--- config.mk ---
export PLATFORM = sky130hd
export DESIGN_NAME = decimal_string_to_integer_core_flat
export DESIGN_NICKNAME = d
export VERILOG_FILES = /design/src/rtl/dsi_pkg.sv /design/src/rtl/dsi_in_if.sv /design/src/rtl/dsi_out_if.sv /design/src/rtl/dsi_in_reg.sv /design/src/rtl/dsi_parse.sv /design/src/rtl/decimal_string_to_integer_core.sv /design/src/flat_wrapper.sv
export SDC_FILE = /design/constraint.sdc
export NUM_CORES = 1
export LEC_CHECK = 0
export CAP_MARGIN = 0
export CORE_MARGIN = 2
export CORE_UTILIZATION = 45
export CTS_BUF_LIST = sky130_fd_sc_hd__clkbuf_4 sky130_fd_sc_hd__clkbuf_8
export CTS_CLUSTER_SIZE = 16
export DETAILED_ROUTE_END_ITERATION = 12
export DONT_BUFFER_PORTS = 1
export GPL_ROUTABILITY_DRIVEN = 0
export PLACE_DENSITY = 0.7
export RECOVER_POWER = 25
export SLEW_MARGIN = 20
export SYNTH_ARGS = -nofsm -noshare
export SYNTH_HDL_FRONTEND = slang
export SYNTH_SLANG_ARGS = --single-unit
--- constraint.sdc ---
create_clock -name clk_i -period 10.1 [get_ports clk_i]
set_input_delay 1.01 -clock clk_i [delete_from_list [all_inputs] [get_ports clk_i]]
set_output_delay 1.01 -clock clk_i [all_outputs]
set_load 0.02 [all_outputs]
--- src/rtl/dsi_pkg.sv ---
package dsi_pkg;

  localparam int unsigned CpWidth  = 32;
  localparam int unsigned AccWidth = 64;

  localparam logic [CpWidth-1:0] CP_MINUS = 32'd45;
  localparam logic [CpWidth-1:0] CP_ZERO  = 32'd48;
  localparam logic [CpWidth-1:0] CP_NINE  = 32'd57;
  localparam logic [CpWidth-1:0] CP_TAB   = 32'd9;
  localparam logic [CpWidth-1:0] CP_CR    = 32'd13;
  localparam logic [CpWidth-1:0] CP_SPACE = 32'd32;

  // floor((2^63-1)/10) and the last digit that still fits
  localparam logic [AccWidth-1:0] ACC_LIMIT_DIV10 = 64'd922337203685477580;
  localparam logic [3:0]          ACC_LIMIT_LAST  = 4'd7;

  typedef enum logic [2:0] {
    CLS_NONE,
    CLS_BLANK,
    CLS_DIGIT,
    CLS_MINUS,
    CLS_OTHER
  } char_class_e;

  // One classified character as it leaves the input register
  typedef struct packed {
    char_class_e cls;
    logic [3:0]  digit;
    logic        last;
  } item_t;

  function automatic char_class_e classify(input logic [CpWidth-1:0] cp,
                                           input logic               cv);
    char_class_e cls;
    cls = CLS_OTHER;
    if (!cv) begin
      cls = CLS_NONE;
    end else if ((cp >= CP_TAB && cp <= CP_CR) || cp == CP_SPACE) begin
      cls = CLS_BLANK;
    end else if (cp >= CP_ZERO && cp <= CP_NINE) begin
      cls = CLS_DIGIT;
    end else if (cp == CP_MINUS) begin
      cls = CLS_MINUS;
    end
    return cls;
  endfunction

endpackage

--- src/rtl/dsi_in_if.sv ---
interface dsi_in_if;
  logic        valid;
  logic        ready;
  logic [31:0] code_point;
  logic        char_valid;
  logic        last_char;

  modport source (output valid, output code_point, output char_valid,
                  output last_char, input ready);
  modport sink   (input valid, input code_point, input char_valid,
                  input last_char, output ready);
endinterface

--- src/rtl/dsi_out_if.sv ---
interface dsi_out_if;
  logic               valid;
  logic               ready;
  logic signed [63:0] value;
  logic               parse_error;
  logic               overflowed;

  modport source (output valid, output value, output parse_error,
                  output overflowed, input ready);
  modport sink   (input valid, input value, input parse_error,
                  input overflowed, output ready);
endinterface

--- src/rtl/dsi_in_reg.sv ---
module dsi_in_reg (
  input  logic          clk_i,
  input  logic          rst_ni,
  dsi_in_if.sink        in_i,
  input  logic          adv_i,
  output dsi_pkg::item_t item_o,
  output logic          item_valid_o
);
  import dsi_pkg::*;

  logic  valid_q, valid_d;
  item_t item_q, item_d;
  logic  take;

  // take a new request whenever the register is empty or drains this cycle
  assign in_i.ready = !valid_q || adv_i;
  assign take       = in_i.valid && in_i.ready;

  always_comb begin
    valid_d = valid_q;
    item_d  = item_q;
    if (adv_i) begin
      valid_d = 1'b0;
    end
    if (take) begin
      valid_d      = 1'b1;
      item_d.cls   = classify(in_i.code_point, in_i.char_valid);
      item_d.digit = in_i.code_point[3:0];
      item_d.last  = in_i.last_char;
    end
  end

  always_ff @(posedge clk_i or negedge rst_ni) begin
    if (!rst_ni) begin
      valid_q <= 1'b0;
    end else begin
      valid_q <= valid_d;
    end
  end

  always_ff @(posedge clk_i) begin
    item_q <= item_d;
  end

  assign item_o       = item_q;
  assign item_valid_o = valid_q;

endmodule

--- src/rtl/dsi_parse.sv ---
module dsi_parse (
  input  logic           clk_i,
  input  logic           rst_ni,
  input  dsi_pkg::item_t item_i,
  input  logic           item_valid_i,
  output logic           adv_o,
  dsi_out_if.source      out_o
);
  import dsi_pkg::*;

  logic [AccWidth-1:0] acc_q, acc_d;
  logic                past_q, past_d;
  logic                neg_q, neg_d;
  logic                err_q, err_d;
  logic                ovf_q, ovf_d;

  logic                out_valid_q, out_valid_d;
  logic [AccWidth-1:0] value_q, value_d;
  logic                perr_q, perr_d;
  logic                povf_q, povf_d;

  logic                out_free;
  logic [AccWidth-1:0] acc_x10;
  logic                digit_ovf;

  // a last item needs the result register; any other item drains at once
  assign out_free = !out_valid_q || out_o.ready;
  assign adv_o    = item_valid_i && (!item_i.last || out_free);

  assign acc_x10   = {acc_q[AccWidth-4:0], 3'b000} + {acc_q[AccWidth-2:0], 1'b0};
  assign digit_ovf = (acc_q > ACC_LIMIT_DIV10) ||
                     (acc_q == ACC_LIMIT_DIV10 && item_i.digit > ACC_LIMIT_LAST);

  always_comb begin
    logic fall;
    acc_d       = acc_q;
    past_d      = past_q;
    neg_d       = neg_q;
    err_d       = err_q;
    ovf_d       = ovf_q;
    out_valid_d = out_valid_q;
    value_d     = value_q;
    perr_d      = perr_q;
    povf_d      = povf_q;
    fall        = 1'b0;

    if (out_valid_q && out_o.ready) begin
      out_valid_d = 1'b0;
    end

    if (adv_o) begin
      if (item_i.cls != CLS_NONE && !err_q) begin
        if (!past_q) begin
          if (item_i.cls != CLS_BLANK) begin
            past_d = 1'b1;
            if (item_i.cls == CLS_MINUS) begin
              neg_d = 1'b1;
            end else begin
              fall = 1'b1;
            end
          end
        end else begin
          fall = 1'b1;
        end
        if (fall) begin
          case (item_i.cls)
            CLS_DIGIT: begin
              ovf_d = ovf_q || digit_ovf;
              acc_d = acc_x10 + {{(AccWidth-4){1'b0}}, item_i.digit};
            end
            CLS_BLANK: ;
            default:   err_d = 1'b1;
          endcase
        end
      end

      if (item_i.last) begin
        out_valid_d = 1'b1;
        value_d     = err_d ? '0 : (neg_d ? ('0 - acc_d) : acc_d);
        perr_d      = err_d;
        povf_d      = ovf_d;
        // drop the string state for the next request
        acc_d       = '0;
        past_d      = 1'b0;
        neg_d       = 1'b0;
        err_d       = 1'b0;
        ovf_d       = 1'b0;
      end
    end
  end

  always_ff @(posedge clk_i or negedge rst_ni) begin
    if (!rst_ni) begin
      acc_q       <= '0;
      past_q      <= 1'b0;
      neg_q       <= 1'b0;
      err_q       <= 1'b0;
      ovf_q       <= 1'b0;
      out_valid_q <= 1'b0;
    end else begin
      acc_q       <= acc_d;
      past_q      <= past_d;
      neg_q       <= neg_d;
      err_q       <= err_d;
      ovf_q       <= ovf_d;
      out_valid_q <= out_valid_d;
    end
  end

  always_ff @(posedge clk_i) begin
    value_q <= value_d;
    perr_q  <= perr_d;
    povf_q  <= povf_d;
  end

  assign out_o.valid       = out_valid_q;
  assign out_o.value       = value_q;
  assign out_o.parse_error = perr_q;
  assign out_o.overflowed  = povf_q;

  a_clear_after_last: assert property (@(posedge clk_i) disable iff (!rst_ni)
    (adv_o && item_i.last) |=> (acc_q == '0 && !past_q && !neg_q && !err_q && !ovf_q))
    else $error("string state not cleared after last item");

  a_error_zero_value: assert property (@(posedge clk_i) disable iff (!rst_ni)
    (out_valid_q && perr_q) |-> (value_q == '0))
    else $error("result with parse error carries a nonzero value");

  a_error_freezes: assert property (@(posedge clk_i) disable iff (!rst_ni)
    (err_q && !(adv_o && item_i.last)) |=> ($stable(acc_q) && err_q))
    else $error("accumulator moved after an error");

  a_ovf_sticky: assert property (@(posedge clk_i) disable iff (!rst_ni)
    (ovf_q && !(adv_o && item_i.last)) |=> ovf_q)
    else $error("overflow flag dropped within a string");

  a_no_result_overrun: assert property (@(posedge clk_i) disable iff (!rst_ni)
    (adv_o && item_i.last) |-> out_free)
    else $error("result register overwritten while still held");

endmodule

--- src/rtl/decimal_string_to_integer_core.sv ---
// Signed decimal string parser. Characters arrive one 32-bit code point per
// request on in_i, the final request of a string flagged by last_char; a
// request with char_valid low carries no character (use it to end an empty
// string). Leading blanks (code points 9..13 and 32) are skipped, one minus
// sign may precede the first digit, later blanks are ignored, and any other
// character sets parse_error and forces value to zero. The last request of a
// string produces exactly one result on out_o: the two's complement value
// (wrapping modulo 2^64), parse_error, and overflowed, which is set once the
// magnitude has passed 2^63-1. Throughput is one request per clock while no
// last request is held waiting for the result register; a result passes
// through the input register and then the result register, which loads when
// the last request drains from the input register. The accumulator loop,
// acc*10 + digit done as a combinational shift-add, sets the clock rate. The
// block keeps accepting requests while a result waits on out_o; only a
// further last request waits for that result to be taken.
module decimal_string_to_integer_core (
  input  logic      clk_i,
  input  logic      rst_ni,
  dsi_in_if.sink    in_i,
  dsi_out_if.source out_o
);
  import dsi_pkg::*;

  item_t item;
  logic  item_valid;
  logic  adv;

  // Register and classify each incoming character.
  dsi_in_reg u_in_reg (
    .clk_i        (clk_i),
    .rst_ni       (rst_ni),
    .in_i         (in_i),
    .adv_i        (adv),
    .item_o       (item),
    .item_valid_o (item_valid)
  );

  // Advance the parse state and load the result on the last character.
  dsi_parse u_parse (
    .clk_i        (clk_i),
    .rst_ni       (rst_ni),
    .item_i       (item),
    .item_valid_i (item_valid),
    .adv_o        (adv),
    .out_o        (out_o)
  );

endmodule
--- src/flat_wrapper.sv ---
// flat-port wrapper written by rule: the top's interface ports become plain ports
module decimal_string_to_integer_core_flat import dsi_pkg::*;
  (clk_i, rst_ni, in_i_valid, in_i_code_point, in_i_char_valid, in_i_last_char, in_i_ready, out_o_valid, out_o_value, out_o_parse_error, out_o_overflowed, out_o_ready);
  dsi_in_if in_i_i ();
  dsi_out_if out_o_i ();
  input  logic clk_i;
  input  logic rst_ni;
  input wire logic [$bits(in_i_i.valid)-1:0] in_i_valid;
  input wire logic [$bits(in_i_i.code_point)-1:0] in_i_code_point;
  input wire logic [$bits(in_i_i.char_valid)-1:0] in_i_char_valid;
  input wire logic [$bits(in_i_i.last_char)-1:0] in_i_last_char;
  output wire logic [$bits(in_i_i.ready)-1:0] in_i_ready;
  output wire logic [$bits(out_o_i.valid)-1:0] out_o_valid;
  output wire logic [$bits(out_o_i.value)-1:0] out_o_value;
  output wire logic [$bits(out_o_i.parse_error)-1:0] out_o_parse_error;
  output wire logic [$bits(out_o_i.overflowed)-1:0] out_o_overflowed;
  input wire logic [$bits(out_o_i.ready)-1:0] out_o_ready;
  assign in_i_i.valid = in_i_valid;
  assign in_i_i.code_point = in_i_code_point;
  assign in_i_i.char_valid = in_i_char_valid;
  assign in_i_i.last_char = in_i_last_char;
  assign in_i_ready = in_i_i.ready;
  assign out_o_valid = out_o_i.valid;
  assign out_o_value = out_o_i.value;
  assign out_o_parse_error = out_o_i.parse_error;
  assign out_o_overflowed = out_o_i.overflowed;
  assign out_o_i.ready = out_o_ready;
  decimal_string_to_integer_core u_core (.clk_i(clk_i), .rst_ni(rst_ni), .in_i(in_i_i), .out_o(out_o_i));
endmodule
==> results.md <==
- Ys async rst share: 0.486
- Final WL: roughly 42000 µm
- Number of max-cap violations: 0
- Adder-Cell Fraction of Synth Area: 0.117
- Largest net degree at the start of global routing: 76
- Mux cell area share after synthesis: 0.0172
- Post-synth top cells: nand2_1, nor2_1, a21oi_1
- Final min period: approximately 5700 ps
- Max H-tree Level: 4
- RR Startpoint: u_core.u_parse.acc_q[2]$_DFFE_PN0P_
- Most frequent cell after synthesis: nand2_1
- Hold Fails Final Rpt: 0
- Seq/Total Area, Yosys: 0.294
- Slew Limit Fails: 0
- Clock tree buffer depth: 2
- Initial drt markers: 1303
- Yosys top cell area share: 0.164
- ANT cells: 0
- P per Cell Area: 106 nW/µm²
- Skew-Pair Late Insertion Delay: between 500 and 600 ps
- Core area: between 20000 and 30000 µm²
- Xor-xnor portion of the synthesized cell area: 0.0466
- Root Driver: clkbuf_8
- Syn Nets: around 1800
- Gr ovfl total: 0
- Setup slack, reg-to-reg: between 4000 and 5000 ps
- Main combinational cell family by area after synthesis: compound AO/OA/AOI/OAI gates
- DP Wirelength: 30800 µm
- CP arrival: between 5000 and 6000 ps
- Most used DFF post-synth: edfxtp_1
- Complex-gate fraction of the synthesized area: 0.251
- WL/cell: 21.1 µm
- Setup TNS: 0 ps
- Worst path required time: 10350 ps
- Port-buffer cells: 0
- Synth area leader: edfxtp_1
- Total power: 0.00149 W
- Routed vias: roughly 13000
- Final nets: ~1700
- Status: completed
- DR DRC count: 0
- Final instance area: 14100 µm²
- Maximum clock frequency: about 180 MHz
- Relative slew slack: 0.0571
- RSZ-0062 raised after global routing: no
- Ports: roughly 110
- All-layer global routing usage: 0.268
- CTS tree: done
- Synth Warn #: 0
- Top cells by area, synth: edfxtp_1, dfrtp_1, ha_1
- Clock Skew: 29.6 ps
- Crit-path max FO: 12
- Drt pass-1 iters: 6
- Layout cell share with drive strength beyond 1: 0.0568
- Hold WC Path Type: in2async
- Peak VDD IR: a little over 0.00008 V
- Clock Pin Slew Worst Setup and Hold Paths: roughly 110 ps
- Initial antenna violation count: 0
- Cells after Synth: roughly 1600
- Initial core utilization: 0.456
- Reg2Reg Capture Point: u_core.u_parse.out_o.value[63]$_SDFFCE_PN0P_
- Synth Register Bits: roughly 140
- Post-CTS Repair Setup Buffers: 0
- Leakage: approximately 5.8 nW
- R2R depth: 16
- Hold-fix buffers, CTS: 0
- Synth Area in Simple Gates: 0.238
- Post-synth EDFFs: 74
- Syn Area/Cell: slightly above 8 µm²
- Rows: 63
- Tcrit/Tclk final: 0.563
- Cell variety after synth: 98
- Die X: roughly 180 µm
- Die Span Y: approximately 180 µm
- Setup violators final: 0
- Worst setup SP type: register
- Final Util: 0.475
- Final ANT Viol Nets: 0
- Post-DP Area: around 14000 µm²
- Worst-margin pin slew: about 1400 ps
- Post-cts gate resize count: 0
- Synth-to-Final Area Change: 4.13%
- Die Area: about 31000 µm²
- First-pass GRT wire length: about 67000 µm
- Number of clock sinks: about 140
- Vias in the first global route: 12400
- Hold_ws: approximately 190 ps
- Worst Path Class, Setup: reg2reg
- Synthesized area: ~14000 µm²
- Crit. End Element: register
- Vias per cell: about 6.6
- Num CTS Buffers: 17
critical path, stage by stage, from the launching register on:
cell	delay, ps
dfrtp_1	460
inv_1	120
fa_1	570
inv_1	60
ha_1	300
a211oi_2	330
o211ai_2	180
a31oi_4	370
o21a_1	200
o21ai_0	90
a221oi_1	560
nand4_2	360
nor4b_4	680
and3_1	650
and3_1	260
a31oi_1	100
mux2i_1	150
worst max path at each step:
stage / slack (ps) / end / start / cells past startpoint
5_1_grt: 3960 / u_core.u_parse.out_o.value[59]$_SDFFCE_PN0P_ / u_core.u_parse.acc_q[2]$_DFFE_PN0P_ / 16
2_1_floorplan: 4890 / u_core.u_parse.out_o.value[58]$_SDFFCE_PN0P_ / u_core.u_in_reg.item_o[7]$_SDFFCE_PP0P_ / 21
6_report: 4420 / u_core.u_parse.out_o.value[63]$_SDFFCE_PN0P_ / u_core.u_parse.acc_q[2]$_DFFE_PN0P_ / 16
3_5_place_dp: 4500 / u_core.u_parse.out_o.value[63]$_SDFFCE_PN0P_ / u_core.u_parse.acc_q[2]$_DFFE_PN0P_ / 16
4_1_cts: 4480 / u_core.u_parse.out_o.value[63]$_SDFFCE_PN0P_ / u_core.u_parse.acc_q[2]$_DFFE_PN0P_ / 16
3_3_place_gp: 4660 / u_core.u_parse.out_o.value[63]$_SDFFCE_PN0P_ / u_core.u_parse.acc_q[2]$_DFFE_PN0P_ / 16
registers in the layout, summed over array words and instances, names as in the netlist:
register and cells:
u_core.u_in_reg.item_o 8, u_core.u_in_reg.item_valid_o 1, u_core.u_parse.acc_q 64, u_core.u_parse.err_q 1, u_core.u_parse.neg_q 1, u_core.u_parse.out_o.overflowed 1
u_core.u_parse.out_o.parse_error 1, u_core.u_parse.out_o.valid 1, u_core.u_parse.out_o.value 64, u_core.u_parse.ovf_q 1, u_core.u_parse.past_q 1
per-stage QoR:
stage / setup WS [ps] / instances
finish: 4420 / 1974
global route: 3960 / 1974
CTS: 4480 / 1974
detailed placement: 4500 / 1942
global placement: 4660 / 1942
floorplan: 4890 / 1632
cell type report:
type	count	area [µm²]
inverters	25	93.8
fillers	2908	15600
repair buffers	11	82.6
multi-input cells	1372	9080
well taps	390	488
clock buffers	18	248
flip-flops and latches	144	3970
clock inverters	14	123
placed cells by master, fill, tap and decap left out, types with 21 or more instances in the layout:
cell type	count
a21o_1	26
a21oi_1	126
a22o_1	33
a31oi_1	26
dfrtp_1	70
edfxtp_1	74
ha_1	123
inv_1	24
mux2i_1	21
nand2_1	194
nand3_1	44
nand4_1	52
nor2_1	162
nor3_1	45
nor4_1	25
o21a_1	28
o21ai_0	112
xnor2_1	39
xor2_1	33
power by group:
group / internal, W / switching (W) / total, W
sequential: 0.000646 / 0.0000407 / 0.000686
clock: 0.000185 / 0.000270 / 0.000455
combinational: 0.000107 / 0.000241 / 0.000347
total: 0.000937 / 0.000552 / 0.00149
routing by layer:
| metal | GRT usage | vias to the layer above | share of wire |
|---|---|---|---|
| li1 | - | 6079 | - |
| met1 | 0.352 | 6167 | 0.43 |
| met2 | 0.434 | 602 | 0.45 |
| met3 | 0.0473 | 119 | 0.076 |
| met4 | 0.117 | 0 | 0.043 |
| met5 | 0 | - | 0 |
cells by family (layout without fill, tap and decap cells):
kind of cell | count (synthesis) | count (layout)
XOR/XNOR | 72 | 72
AND/OR/NAND/NOR | 642 | 642
multiplexers | 23 | 23
adder cells (fa/ha/maj) | 125 | 125
buffers and inverters | 116 | 68
AO/OA/AOI/OAI | 510 | 510
flip-flops | 144 | 144
Note: power is estimated with default switching activity, not from simulation.
